==> src/design/min_priority_queue_array_core_assert.svh <==
// ----------------------------------------------------------------------------
// min_priority_queue_array_core assertion macros
// concurrent assertion wrappers shared by the queue rtl
// ----------------------------------------------------------------------------
`ifndef MIN_PRIORITY_QUEUE_ARRAY_CORE_ASSERT_SVH
`define MIN_PRIORITY_QUEUE_ARRAY_CORE_ASSERT_SVH

// property checked on every rising edge outside reset
`define MPQ_ASSERT(label, clk, rst_n, prop, msg) \
  label: assert property (@(posedge clk) disable iff (!rst_n) (prop)) else $error(msg);

// implication checked in the cycle after the condition
`define MPQ_ASSERT_NEXT(label, clk, rst_n, cond, prop, msg) \
  label: assert property (@(posedge clk) disable iff (!rst_n) (cond) |=> (prop)) \
    else $error(msg);

`endif

==> src/design/mpq_pkg.sv <==
// ----------------------------------------------------------------------------
// mpq_pkg
// shared types and constants of the minimum priority queue
// ----------------------------------------------------------------------------
`default_nettype none

package mpq_pkg;

  localparam int KEY_W     = 32;
  localparam int FILL_W    = 4;
  localparam int STATUS_W  = 2;
  localparam int DEPTH_DEF = 8;
  localparam int OUT_W     = ((KEY_W + STATUS_W + FILL_W + 7) / 8) * 8;

  typedef logic signed [KEY_W-1:0] key_t;

  typedef enum logic {
    REQ_INSERT  = 1'b0,
    REQ_EXTRACT = 1'b1
  } req_t;

  typedef enum logic [STATUS_W-1:0] {
    ST_OK        = 2'd0,
    ST_OVERFLOW  = 2'd1,
    ST_UNDERFLOW = 2'd2
  } status_t;

  typedef enum logic [1:0] {
    OP_HOLD    = 2'd0,
    OP_INSERT  = 2'd1,
    OP_EXTRACT = 2'd2
  } cell_op_t;

  // broadcast to every cell
  typedef struct packed {
    cell_op_t op;
    key_t     key;
  } cell_cmd_t;

  // what a cell shows its neighbors
  typedef struct packed {
    logic valid;
    logic gt;
    key_t key;
  } cell_link_t;

endpackage

`default_nettype wire

==> src/design/mpq_cell.sv <==
// ----------------------------------------------------------------------------
// mpq_cell
// one slot of the sorted queue; takes new key, left or right neighbor
// ----------------------------------------------------------------------------
`default_nettype none

module mpq_cell (
  input  wire logic               clk,
  input  wire logic               rst_n,
  input  wire mpq_pkg::cell_cmd_t cmd,
  input  wire mpq_pkg::cell_link_t left,
  input  wire mpq_pkg::cell_link_t right,
  output mpq_pkg::cell_link_t     link
);

  logic          valid_r;
  logic          valid_nxt;
  mpq_pkg::key_t key_r;
  mpq_pkg::key_t key_nxt;
  logic          gt;

  // new key sorts before this slot (empty slot counts as infinite)
  assign gt = !valid_r || (cmd.key < key_r);

  always_comb begin
    valid_nxt = valid_r;
    key_nxt   = key_r;
    unique case (cmd.op)
      mpq_pkg::OP_INSERT: begin
        if (gt) begin
          if (left.gt) begin
            valid_nxt = left.valid;
            key_nxt   = left.key;
          end else begin
            valid_nxt = 1'b1;
            key_nxt   = cmd.key;
          end
        end
      end
      mpq_pkg::OP_EXTRACT: begin
        valid_nxt = right.valid;
        key_nxt   = right.key;
      end
      default: begin
        valid_nxt = valid_r;
        key_nxt   = key_r;
      end
    endcase
  end

  always_ff @(posedge clk) begin
    if (!rst_n) begin
      valid_r <= 1'b0;
    end else begin
      valid_r <= valid_nxt;
    end
  end

  always_ff @(posedge clk) begin
    key_r <= key_nxt;
  end

  assign link.valid = valid_r;
  assign link.gt    = gt;
  assign link.key   = key_r;

endmodule

`default_nettype wire

==> src/design/min_priority_queue_array_core.sv <==
// the result word is registered when the request word is taken and shows in the next cycle
// throughput: one request per cycle while the result side keeps up
// the cell chain keeps keys sorted, so the minimum always sits in cell 0
// and every insert or extract updates all cells in the same cycle
// reset: synchronous active-low rst_n empties the queue and the output stage
// ----------------------------------------------------------------------------
// min_priority_queue_array_core
// bounded minimum priority queue built from a chain of sorting cells
// ----------------------------------------------------------------------------
`default_nettype none

`include "min_priority_queue_array_core_assert.svh"

module min_priority_queue_array_core #(
  parameter int DEPTH = mpq_pkg::DEPTH_DEF
) (
  input  wire logic                       clk,
  input  wire logic                       rst_n,
  input  wire logic                       in_tvalid,
  output logic                            in_tready,
  input  wire logic [mpq_pkg::KEY_W-1:0]  in_tdata,   // value[31:0]
  input  wire logic [0:0]                 in_tuser,   // req_type[0]
  output logic                            out_tvalid,
  input  wire logic                       out_tready,
  output logic [mpq_pkg::OUT_W-1:0]       out_tdata   // result_value[31:0],
                                                      // status[33:32],
                                                      // fill_count[37:34], zero pad
);

  localparam int CNT_W = $clog2(DEPTH + 1);
  localparam int PAD_W = mpq_pkg::OUT_W - mpq_pkg::KEY_W - mpq_pkg::STATUS_W
                         - mpq_pkg::FILL_W;

  localparam mpq_pkg::cell_link_t LINK_HEAD = '{valid: 1'b1, gt: 1'b0, key: '0};
  localparam mpq_pkg::cell_link_t LINK_TAIL = '{valid: 1'b0, gt: 1'b1, key: '0};

  mpq_pkg::cell_link_t links [DEPTH];
  mpq_pkg::cell_cmd_t  cmd;

  logic [CNT_W-1:0]    cnt_r;
  logic [CNT_W-1:0]    cnt_nxt;
  logic                full;
  logic                empty;
  logic                accept;
  logic                is_insert;
  mpq_pkg::key_t       res_nxt;
  mpq_pkg::status_t    status_nxt;
  logic [CNT_W+3:0]    cnt_ext;

  logic                out_valid_r;
  mpq_pkg::key_t       res_r;
  mpq_pkg::status_t    status_r;
  logic [mpq_pkg::FILL_W-1:0] fill_r;

  assign in_tready  = !out_valid_r || out_tready;
  assign accept     = in_tvalid && in_tready;
  assign full       = (cnt_r == CNT_W'(DEPTH));
  assign empty      = (cnt_r == '0);
  assign is_insert  = (mpq_pkg::req_t'(in_tuser[0]) == mpq_pkg::REQ_INSERT);

  always_comb begin
    cmd.key    = $signed(in_tdata);
    cmd.op     = mpq_pkg::OP_HOLD;
    cnt_nxt    = cnt_r;
    res_nxt    = '0;
    status_nxt = mpq_pkg::ST_OK;
    if (is_insert) begin
      if (full) begin
        status_nxt = mpq_pkg::ST_OVERFLOW;
      end else begin
        cmd.op  = accept ? mpq_pkg::OP_INSERT : mpq_pkg::OP_HOLD;
        cnt_nxt = cnt_r + 1'b1;
      end
    end else begin
      if (empty) begin
        status_nxt = mpq_pkg::ST_UNDERFLOW;
      end else begin
        cmd.op  = accept ? mpq_pkg::OP_EXTRACT : mpq_pkg::OP_HOLD;
        cnt_nxt = cnt_r - 1'b1;
        res_nxt = links[0].key;
      end
    end
  end

  assign cnt_ext = {4'b0000, cnt_nxt};

  for (genvar i = 0; i < DEPTH; i++) begin : g_cell
    mpq_pkg::cell_link_t left;
    mpq_pkg::cell_link_t right;
    if (i == 0) begin : g_head
      assign left = LINK_HEAD;
    end else begin : g_body
      assign left = links[i-1];
    end
    if (i == DEPTH - 1) begin : g_tail
      assign right = LINK_TAIL;
    end else begin : g_next
      assign right = links[i+1];
    end
    mpq_cell u_cell (
      .clk   (clk),
      .rst_n (rst_n),
      .cmd   (cmd),
      .left  (left),
      .right (right),
      .link  (links[i])
    );
  end

  always_ff @(posedge clk) begin
    if (!rst_n) begin
      cnt_r       <= '0;
      out_valid_r <= 1'b0;
    end else begin
      if (accept) begin
        cnt_r <= cnt_nxt;
      end
      if (accept) begin
        out_valid_r <= 1'b1;
      end else if (out_tready) begin
        out_valid_r <= 1'b0;
      end
    end
  end

  always_ff @(posedge clk) begin
    if (accept) begin
      res_r    <= res_nxt;
      status_r <= status_nxt;
      fill_r   <= cnt_ext[3:0];
    end
  end

  assign out_tvalid = out_valid_r;
  assign out_tdata  = {{PAD_W{1'b0}}, fill_r, status_r, res_r};

  // checks on the cell chain
  logic [DEPTH-1:0] valid_vec;
  logic [DEPTH:0]   valid_inc;
  logic             prefix_ok;
  logic             sorted_ok;

  always_comb begin
    sorted_ok = 1'b1;
    for (int i = 0; i < DEPTH; i++) begin
      valid_vec[i] = links[i].valid;
    end
    for (int i = 1; i < DEPTH; i++) begin
      if (links[i].valid && (links[i].key < links[i-1].key)) begin
        sorted_ok = 1'b0;
      end
    end
  end

  assign valid_inc = {1'b0, valid_vec} + 1'b1;
  assign prefix_ok = ((valid_inc[DEPTH-1:0] & valid_vec) == '0);

  `MPQ_ASSERT(a_cnt_matches_cells, clk, rst_n,
              $countones(valid_vec) == int'(cnt_r), "count disagrees with cell valid bits")
  `MPQ_ASSERT(a_cells_packed, clk, rst_n, prefix_ok, "gap in occupied cells")
  `MPQ_ASSERT(a_cells_sorted, clk, rst_n, sorted_ok, "cell chain out of order")
  `MPQ_ASSERT_NEXT(a_overflow_holds, clk, rst_n, accept && is_insert && full,
                   $stable(cnt_r) && (status_r == mpq_pkg::ST_OVERFLOW),
                   "overflow changed queue state")

endmodule

`default_nettype wire
==> config.mk <==
export PLATFORM = sky130hd
export DESIGN_NAME = min_priority_queue_array_core
export DESIGN_NICKNAME = d
export VERILOG_FILES = /design/src/design/mpq_pkg.sv /design/src/design/mpq_cell.sv /design/src/design/min_priority_queue_array_core.sv
export VERILOG_INCLUDE_DIRS = /design/src /design/src/design
export SDC_FILE = /design/constraint.sdc
export NUM_CORES = 1
export LEC_CHECK = 0
export ABC_AREA = 1
export BUFFER_PORTS_ARGS = -buffer_cell sky130_fd_sc_hd__buf_2
export CAP_MARGIN = 20
export CORE_MARGIN = 4
export CORE_UTILIZATION = 31
export CTS_CLUSTER_DIAMETER = 150
export DETAILED_ROUTE_END_ITERATION = 10
export HOLD_SLACK_MARGIN = 0.05
export PLACE_DENSITY = 0.45
export SKIP_LAST_GASP = 1
export SLEW_MARGIN = 5
export SYNTH_ARGS = -nofsm -noshare
export SYNTH_HDL_FRONTEND = slang
export SYNTH_SLANG_ARGS = --single-unit
==> constraint.sdc <==
create_clock -name clk -period 3.85 [get_ports clk]
set_input_delay 1.155 -clock clk [delete_from_list [all_inputs] [get_ports clk]]
set_output_delay 1.155 -clock clk [all_outputs]
set_load 0.01 [all_outputs]
## Word level (Yosys, flattened, before mapping)

Cells that the tools add are included.

| word-level totals | value |
|---|---|
| bits in read-only memories | 0 |
| bits of input ports | 37 |
| bits in latches | 0 |
| memories | 0 |
| RAM bits | 0 |
| output and inout bits | 42 |
| bits in registers | 307 |
| word-level logic and storage cells | 133 |

| operators by class | value |
|---|---|
| multiplexer cells | 59 |
| div/mod/pow operators | 0 |
| bitwise logic cells | 1 |
| reduce and logical (&&, ||, !) cells | 31 |
| $mul | 0 |
| equality and inequality tests | 11 |
| shift operators | 0 |
| $lt $le $gt $ge | 8 |
| add/sub/neg operators | 2 |

Operators by type and width:

| operator | number |
|---|---|
| case mux 32 bit (2 select lines) | 8 |
| two-way mux 32 bit | 15 |
| < comparator 32 bit | 8 |
| two-way mux 1 bit | 20 |
| inequality test 2 x 1 -> 1 bit (second input constant) | 8 |
| case mux 1 bit (2 select lines) | 8 |
| AND reduction 2 bit | 8 |
| two-way mux 4 bit | 3 |
| two-way mux 2 bit | 5 |
| zero test 1 bit | 9 |
| logical OR 1 bit | 9 |
| adder 4 x 1 -> 4 bit (second input constant) | 1 |
| == test 4 bit (second input constant) | 1 |
| zero test 4 bit | 1 |
| nonzero test 2 bit | 2 |
| subtractor 4 x 1 -> 4 bit (second input constant) | 1 |
| == test 2 x 1 -> 1 bit (second input constant) | 1 |
| == test 2 bit (second input constant) | 1 |
| OR reduction 2 bit | 1 |
| logical AND 1 bit | 1 |
| NOT 1 bit | 1 |

## Longest topological paths before layout

Gate-level depths: netlist (run 1).

| logic depth | value |
|---|---|
| word-level depth | 9 |
| mapped depth | 21 |
| mapped depth without buffers | 19 |

## By module

Synthesis (run 1) repeated with hierarchy kept, for this count alone.

| unflattened totals | value |
|---|---|
| cell total of the unflattened synthesis | 2812 |
| area total of the unflattened synthesis | 22141.2 µm² |

Modules (own cells, without submodules):

| module | instances | area each (µm²) | cells an instance | sequential area each (µm²) |
|---|---|---|---|---|
| mpq_cell | 8 | 2537.4 | 329 | 980.9 |
| min_priority_queue_array_core | 1 | 1841.8 | 180 | 1241.2 |

## Least setup slack after synthesis (run 1)

Ideal clock, no wire load.

| timing path | value |
|---|---|
| path kind | input -> register |
| from | input port in_tdata[17] in the netlist's numbering |
| to | register g_cell[0].u_cell.key_r[0] (enable) |
| setup time | 0.389 ns |
| data required time | 3.461 ns |
| slack | 0.155 ns |
| buffers on the path | 1 |
| cell stages on the path | 13 |
| arrival | 3.305 ns |
| cell sequence | ha_1 > nand2_1 > inv_1 > o21ai_1 > a21oi_1 > nor3_1 > nor2_1 > nor2_1 > nand3_1 > nand3_1 > buf_4 > nand2_1 > nand2_1 |

| on the way | value |
|---|---|
| word-level cells in the longest chain between the ends | 4 |

Ends and longest elaborated chain:

| what | line | RTL |
|---|---|---|
| start: declaration | min_priority_queue_array_core.sv:21 | `input wire logic [mpq_pkg::KEY_W-1:0] in_tdata,` |
| < comparator 32 bit | mpq_cell.sv:23 | `assign gt = !valid_r \|\| (cmd.key < key_r);` |
| logical OR 1 bit | mpq_cell.sv:23 |  |
| inequality test 2 x 1 -> 1 bit (no line) | - |  |
| AND reduction 2 bit (no line) | - |  |
| end signal: assignment | mpq_cell.sv:60 | `key_r <= key_nxt;` |
| end: declaration | mpq_cell.sv:18 | `mpq_pkg::key_t key_r;` |

Every way passes these cells.
A chain may end at the register's enable or synchronous reset.

## Worst setup path in the final report (run 1)

| timing path | value |
|---|---|
| from | input port in_tdata[5] in the netlist's numbering |
| to | register g_cell[0].u_cell.key_r[0] (enable) |

Same word-level chain as after synthesis.

==> impl_summary.md, run 1 <==
Worst setup path
The element type at the critical path end is a flop. In this run the worst path has a maximum fanout of 32. The critical path data arrival time is 3.43 ns. STA classifies the critical path startpoint as an input pin. The start-to-end type of the worst setup path is input pin to flop. The path depth of the worst reg2reg path is 15. The setup slack of the most critical reg-to-reg path is 1.20 ns. STA puts the critical path data required time at 4.16 ns. The startpoint of the most critical register-to-register path is g_cell[0].u_cell.key_r[5]. In this run the critical register-to-register path is captured at g_cell[0].u_cell.key_r[0].

Clock tree
The clock buffer count from CTS is 40. The number of buffers on the longest clock path is 3. The number of gates resized after CTS was 0. The maximum level of the CTS H-tree is 2. The clock insertion delay at the later pin of the skew report is 0.56 ns.

Clock-pin slew was measured on the worst setup and hold paths at 0.05 ns. In this run the post-CTS setup repair buffer count came out at 0. The clock net in this run drives a total of 307 sinks. TritonCTS built the clock tree. The hold buffer count at CTS is 0. The cell chosen for the clock root is clkbuf_16.

Die
In this run the horizontal extent of the chip is 269 um. The floorplan step set the die height to 269 um. The die covers 0.0724 mm^2. The top-level I/O count is 79. The number of placement rows is 95. For this configuration, the core starts out at a cell density of 0.313. The core box area is 0.0674 mm^2.

Placement
Detailed placement finished with a half-perimeter wire length of 41.4 mm. At the end of routability-driven placement, the weighted congestion stood at 0.805. The count of port buffers added during placement is 76.

Pwr
The power density over the cells is 474 mW/mm^2. The worst voltage drop across the vdd grid is 0.252 mV. Summed over all cells, the static leakage comes to 11.0 nW.

Synth
In this run the cell area of the synthesized design comes to 0.0211 mm^2. Synthesis produced 2,587 cells. Synthesis inferred 307 register bits. During synthesis, Yosys emitted a total of 0 warnings.

The commonest register cell after synthesis is edfxtp_1. The synthesized netlist contains 36 unique library cells. The share of the Yosys chip area taken by registers is 0.430. Yosys mapped a number of flops with a built-in enable equal to 294.

A synthesized cell averages 8.16 um^2. The async set or reset register ratio after synthesis is 0.

Layout
The fraction of the core area covered by cells at the end of the flow is 0.354. The area used by sequential logic in the layout is 0.00909 mm^2. Leaving out fill and tap cells, the most frequent cells in the layout are 698 x nand2_1, 355 x inv_1, 294 x o21ai_0, 294 x edfxtp_1, 250 x ha_1.

The share of final-layout standard cells stronger than drive strength 1 is 0.0712. After the last flow step, the layout net total stands at 2,911. The most common cell after layout, fill and taps aside is nand2_1. The number of filler cells placed in the layout is 6,933. Summing all multi-input logic gate instances after layout gives 0.0101 mm^2. The synthesis-to-finish area growth is 13.0%.

GRT
The initial antenna violation count is 2. The first global-routing pass estimated 89.7 mm of wire. Entering global routing, the biggest net connects 231 pins. In the global route stage, overall resource usage came out at 0.153. The number of global-route vias before repair is 16,300. The total overflow left after global routing is 0.

STA
The share of the cycle needed by the critical path after routing is 0.811. The max-slew violation count is 0. The worst clock skew is 0.0302 ns. In this run the tightest slew margin relative to its limit is 0.319. The hold violation total from the final report is 0. Setup repair after global routing left no endpoint under its margin. The final-layout setup total negative slack is 0 ns. Setup violations remaining at the end of the flow were counted as 0. The shortest clock period the worst path allows after layout is 3.12 ns. Derived from the worst setup path, the maximum achievable clock frequency is 320 MHz. The worst-margin pin slew is 1.02 ns. Final hold analysis gives a worst-case slack of 0.501 ns.

Route
The count of routing violations after the opening detailed-route iteration is 1,556. Detailed routing inserted a total of 17,100 vias. The number of vias per cell is 4.83.

The number of optimization iterations in the first detailed-route pass is 5. In the final routed layout, each cell accounts on average for 15.9 um. The number of antenna-violating nets in the routed design is 0. In the routed design, unresolved DRC markers number 0.

The routed design has 56.1 mm of wire.

Flow run
The number of max-cap violations is 0.

Min path
For hold timing, the worst endpoint is out_tvalid. The cell depth of the worst hold path is 2. The startpoint of the lowest-slack hold path is out_tvalid. In this run the worst hold path is classified as flop to flop.

Outcome
The run finished with clean final reports.
Yosys cell counts, types with 2 or more instances:
library cell	count	area, um^2
nand2_1	698	2620
inv_1	355	1330
edfxtp_1	294	8830
o21ai_0	294	1470
ha_1	250	3130
a21oi_1	166	831
o21ai_1	132	661
nor2_1	95	357
nand3_1	64	320
clkbuf_1	62	233
nand4_1	52	325
buf_2	22	110
nor3_1	19	95.1
dfxtp_1	13	260
buf_6	12	135
buf_4	11	82.6
clkbuf_2	9	45.0
o211ai_1	5	37.5
o21a_1	5	37.5
inv_2	4	15.0
nand3b_1	4	30.0
nand2_2	3	18.8
buf_1	2	7.51
mux2i_1	2	20.0
nand3_2	2	20.0
o31ai_1	2	15.0
cell type report:
class                           instances  share of cell area
Multi-Input combinational cell       1803               0.423
Tap cell                              873              0.0458
Timing Repair Buffer                  112              0.0372
Clock buffer                           54              0.0476
Antenna cell                            2            0.000210
Inverter                              360              0.0566
Clock inverter                         19             0.00907
Sequential cell                       307               0.381
critical path, cell delays in order:
cell      delay [ns]
buf_2           0.31
ha_1            0.31
a21oi_1         0.16
nor2_1          0.06
a211oi_1        0.19
nand2_1         0.13
nand2_1         0.08
nand2_1         0.11
nand2_1         0.11
nand2_1         0.05
nand2_1         0.12
nand3_1         0.16
nand2_1         0.13
nand2_1         0.09
buf_12          0.22
metal layers:
metal,GRT usage,vias to the layer above,share of wire
met5,0,-,0
met4,0.0397,0,0.021
met3,0.0220,70,0.051
met2,0.228,441,0.41
met1,0.232,7738,0.51
li1,-,8807,-
stage by stage:
stage          area, um^2  power [mW]  worst slack [ns]  cells
2_1_floorplan       21100        6.60             0.155   2588
3_3_place_gp        22500        7.43             0.122   3455
3_5_place_dp        22500        7.53             0.157   3455
4_1_cts             23900        11.5             0.765   3528
5_1_grt             23900        12.1             0.496   3529
6_report            23900        11.3             0.728   3530
kinds of logic (layout without fill, tap and decap cells):
group,Yosys count,in the layout,synth area share
buffers and inverters,478,545,0.0930
xor gates and xnor gates,2,2,0.000830
other,1,4,0.000178
and+or+nand+nor,940,940,0.181
adders and majority gates,250,250,0.148
DFF,307,307,0.430
AOI/OAI and AO/OA,607,607,0.146
muxes,2,2,0.000948
registers in the layout, summed over array words and instances, names as in the netlist:
| name | flops |
|---|---|
| cnt_r | 4 |
| status_r | 2 |
| res_r | 32 |
| fill_r | 4 |
| g_cell.u_cell.key_r | 256 |
| out_tvalid | 1 |
| g_cell.u_cell.valid_r | 8 |
where the power goes:
| part | switching [mW] | internal (mW) | leakage [nW] | total [mW] |
|---|---|---|---|---|
| clock | 1.53 | 2.35 | 0.666 | 3.88 |
| sequential | 0.240 | 4.34 | 2.92 | 4.58 |
| combinational | 1.86 | 1.00 | 7.37 | 2.87 |
worst max-delay path by stage:
stage | start | endpoint | slack [ns] | cells past startpoint
3_3_place_gp | in_tdata[5] | g_cell[0].u_cell.key_r[4] | 0.12 | 15
2_1_floorplan | in_tdata[17] | g_cell[0].u_cell.key_r[0] | 0.16 | 13
3_5_place_dp | in_tdata[5] | g_cell[0].u_cell.key_r[4] | 0.16 | 15
4_1_cts | in_tdata[5] | g_cell[0].u_cell.key_r[0] | 0.76 | 15
5_1_grt | in_tdata[5] | g_cell[6].u_cell.key_r[2] | 0.50 | 15
6_report | in_tdata[5] | g_cell[0].u_cell.key_r[0] | 0.73 | 15
Power figures use the tool's default switching activity.
==> run 2: changes to the inputs <==
- PLACE_DENSITY: 0.45 -> 0.44
- clock period: 3.85 -> 3.25 ns (I/O delays scaled with it)
==> run 2 against run 1 <==
Compared with the run above: sequential share of layout area is 1.1 points lower; worst setup slack worse by 0.47 ns; global-route usage is 0.80 points higher; clock power is 9.5% higher; first-iteration DRC count is 17% lower; clock skew decreased by 0.011 ns.
==> impl_summary.md, run 2 (same netlist as run 1, synthesis figures left out) <==
Route
The count of routing violations after the opening detailed-route iteration is 1,295 (-17%). The DRC violations left is 0 (unchanged). The total number of vias was 17,400 (+2.3%).

The sum of routed wire length over all layers is 59.0 mm (+5.1%). The average wire per standard cell came to 16.3 um (+2.4%). The number of optimization iterations in the first detailed-route pass is 6 (+1). The number of vias per cell is 4.82 (-0.32%). The number of antenna-violating nets in the routed design is 0 (unchanged).

Pwr
The portion of total power attributed to combinational logic is 0.272 (+0.019). The worst voltage drop across the vdd grid is 0.328 mV (+30%). The internal power contribution was 8.97 mW (+17%). The sequential share of power is 0.408 (+0.004). The reported leakage power is 11.4 nW (+3.6%). The power density over the cells is 540 mW/mm^2 (+14%). The switching part of the total power is 0.324 (+0.00332). The total power after layout is 13.3 mW (+17%). The power share of the clock group is 0.320 (-0.022).

The switching power is 4.31 mW (+19%).

Die
The area of the die is 0.0724 mm^2 (unchanged). The initial cell density of the core is 0.313 (unchanged). The vertical die dimension came to 269 um (unchanged).

The chip width is 269 um (unchanged). The number of placement rows is 95 (unchanged). The top-level I/O count is 79 (unchanged). The core box area came to 0.0674 mm^2 (unchanged).

STA
The share of the cycle needed by the critical path after routing is 0.921. Counting I/O delays and the setup requirement, the final critical path takes 2.99 ns. Based on the critical path, the design can be clocked at up to 334 MHz.

The worst-margin pin slew is 0.602 ns (-0.420 ns). The max-slew violation count was 0 (unchanged). The worst setup slack after layout is 0.258 ns (-0.470 ns). The remaining max-slew budget at the tightest pin is 0.598 (+0.279). The hold violation total from the final report is 0 (unchanged).

The final-layout setup total negative slack came to 0 ns (unchanged). The final-layout worst hold slack is 0.519 ns (+0.0174 ns). The number of endpoints failing setup at the final stage is 0 (unchanged). Setup repair after global routing left no endpoint under its margin. The worst clock skew is 0.0188 ns (-0.0114 ns).

Worst setup path
The startpoint of the most critical register-to-register path is g_cell[0].u_cell.key_r[7]. The maximum fanout along the worst path is 24 (-25%). The critical path in this run is classified as flop to flop. The setup slack of the most critical reg-to-reg path is 0.26 ns (-0.94 ns).

The required time of the worst setup path is 3.55 ns (-0.61 ns). The critical path data arrival time came to 3.30 ns (-0.13 ns). The path depth of the worst reg2reg path is 17 (+2). The endpoint of the most critical register-to-register path is g_cell[0].u_cell.key_r[2]. The element type at the critical path end is a flop.

The kind of start point of the critical path is a flop.

Layout
The post-route non-filler standard cell count is 3,622 (+2.6%). The largest register by flop count is g_cell.u_cell.key_r. Relative to the synthesized area, the layout overhead comes to 16.3%.

The number of flip-flops in the largest register is 256 (unchanged). The share of final-layout standard cells stronger than drive strength 1 is 0.103 (+0.0315). The largest registers in the layout are g_cell.u_cell.key_r: 256 flops, res_r: 32 flops, g_cell.u_cell.valid_r: 8 flops. The library cells used most frequently in the layout, excluding fill and tap cells, are 690 x nand2_1, 352 x inv_1, 294 x o21ai_0, 294 x edfxtp_1, 250 x ha_1. The total number of nets in the final design is 3,006 (+3.3%). Leaving out fill and tap cells, the most frequent cell in the layout is nand2_1.

Clock tree
The total number of clock tree sinks is 307 (unchanged). The number of buffers on the longest clock path is 3 (unchanged). The number of buffers inserted to repair setup after CTS came to 0 (unchanged). The hold buffer count at CTS is 0 (unchanged). The clock insertion delay at the later pin of the skew report is 0.56 ns (about the same). The clock tree from TritonCTS is yes. The maximum level of the CTS H-tree is 2 (unchanged). The clock buffer count from CTS is 40 (unchanged). The number of gates resized after cts is 0 (unchanged). The cell chosen for the clock root is clkbuf_16.

The clock transition at the registers of the reported paths is 0.05 ns (about the same).

Min path
The sink of the worst hold path is g_cell[7].u_cell.valid_r. The tightest min-delay check is of the flop to flop type. The startpoint of the lowest-slack hold path is g_cell[7].u_cell.valid_r. The cell depth of the worst hold path is 2 (unchanged).

Flow run
The number of max-cap violations is 0 (unchanged).

Placement
The count of port buffers added during placement is 76 (unchanged). The number of instances in the placed design is 3,550 (+2.7%). The total half-perimeter wirelength after legalization and detailed placement is 45.0 mm (+8.6%). The final RePlAce weighted congestion is 0.841 (+4.6%). The worst-case setup slack after placement is -0.485 ns (-0.641 ns).

GRT
The largest net degree at the start of global routing is 142 (-39%). The first-pass GRT wire length is 93.6 mm (+4.4%). The overall track demand over capacity in global routing is 0.161 (+0.00803). The total global routing overflow is 0 (unchanged). The initial antenna violation count is 4 (+2). The number of global-route vias before repair is 16,800 (+3.0%).

Outcome
The flow ran to the end, and the final reports show no timing, DRC or antenna violations.
run 2: final cells by class:
| type | instances | area [um^2] |
|---|---|---|
| repair buffers | 207 | 1690 |
| diodes | 2 | 5.00 |
| clock inverters | 14 | 115 |
| clock buffers | 56 | 1100 |
| well taps | 873 | 1090 |
| fillers | 6952 | 42800 |
| flip-flops and latches | 307 | 9090 |
| inverters | 360 | 1360 |
| multi-input cells | 1803 | 10100 |
run 2: worst max-delay path: stages, from the launching register on:
cell        delay [ns]
edfxtp_1          0.37
clkinvlp_4        0.22
ha_1              0.35
nand2_1           0.09
nor2_1            0.05
a211oi_1          0.21
buf_4             0.16
nand2_2           0.10
buf_4             0.16
nand2_1           0.05
nand2_1           0.11
nand2_1           0.11
nand2_1           0.05
nand2_1           0.15
nand3_2           0.15
nand2_1           0.12
nand2_2           0.08
buf_12            0.19
run 2: worst max path at each step:
stage | from | to | slack (ns) | depth (start not counted)
finish | g_cell[0].u_cell.key_r[7] | g_cell[0].u_cell.key_r[2] | 0.26 | 17
global placement | in_tdata[5] | g_cell[0].u_cell.key_r[4] | -0.49 | 17
detailed placement | in_tdata[5] | g_cell[0].u_cell.key_r[6] | -0.48 | 17
CTS | g_cell[0].u_cell.key_r[5] | g_cell[0].u_cell.key_r[7] | 0.002 | 17
floorplan | in_tuser | g_cell[7].u_cell.key_r[0] | 0.02 | 10
global route | in_tdata[5] | g_cell[6].u_cell.key_r[12] | 0.006 | 16
run 2: power by group through the flow:
| stage | clock network [mW] | logic, mW | registers (mW) |
|---|---|---|---|
| floorplan | 0 | 2.41 | 5.41 |
| global placement | 0 | 3.52 | 5.48 |
| detailed placement | 0 | 3.62 | 5.49 |
| CTS | 4.42 | 3.64 | 5.41 |
| global route | 4.58 | 4.19 | 5.47 |
| finish | 4.25 | 3.61 | 5.41 |
run 2: stage by stage:
step                      cell area [um^2]   util
after floorplan                      21100      -
after global placement               23300  0.346
after detailed placement             23300  0.346
after CTS                            24500  0.364
after global routing                 24600  0.365
final                                24600  0.365
run 2: routing by layer:
layer,share of wire,global-route usage
met5,0,0
met4,0.019,0.0357
met3,0.054,0.0265
met2,0.41,0.233
met1,0.52,0.250
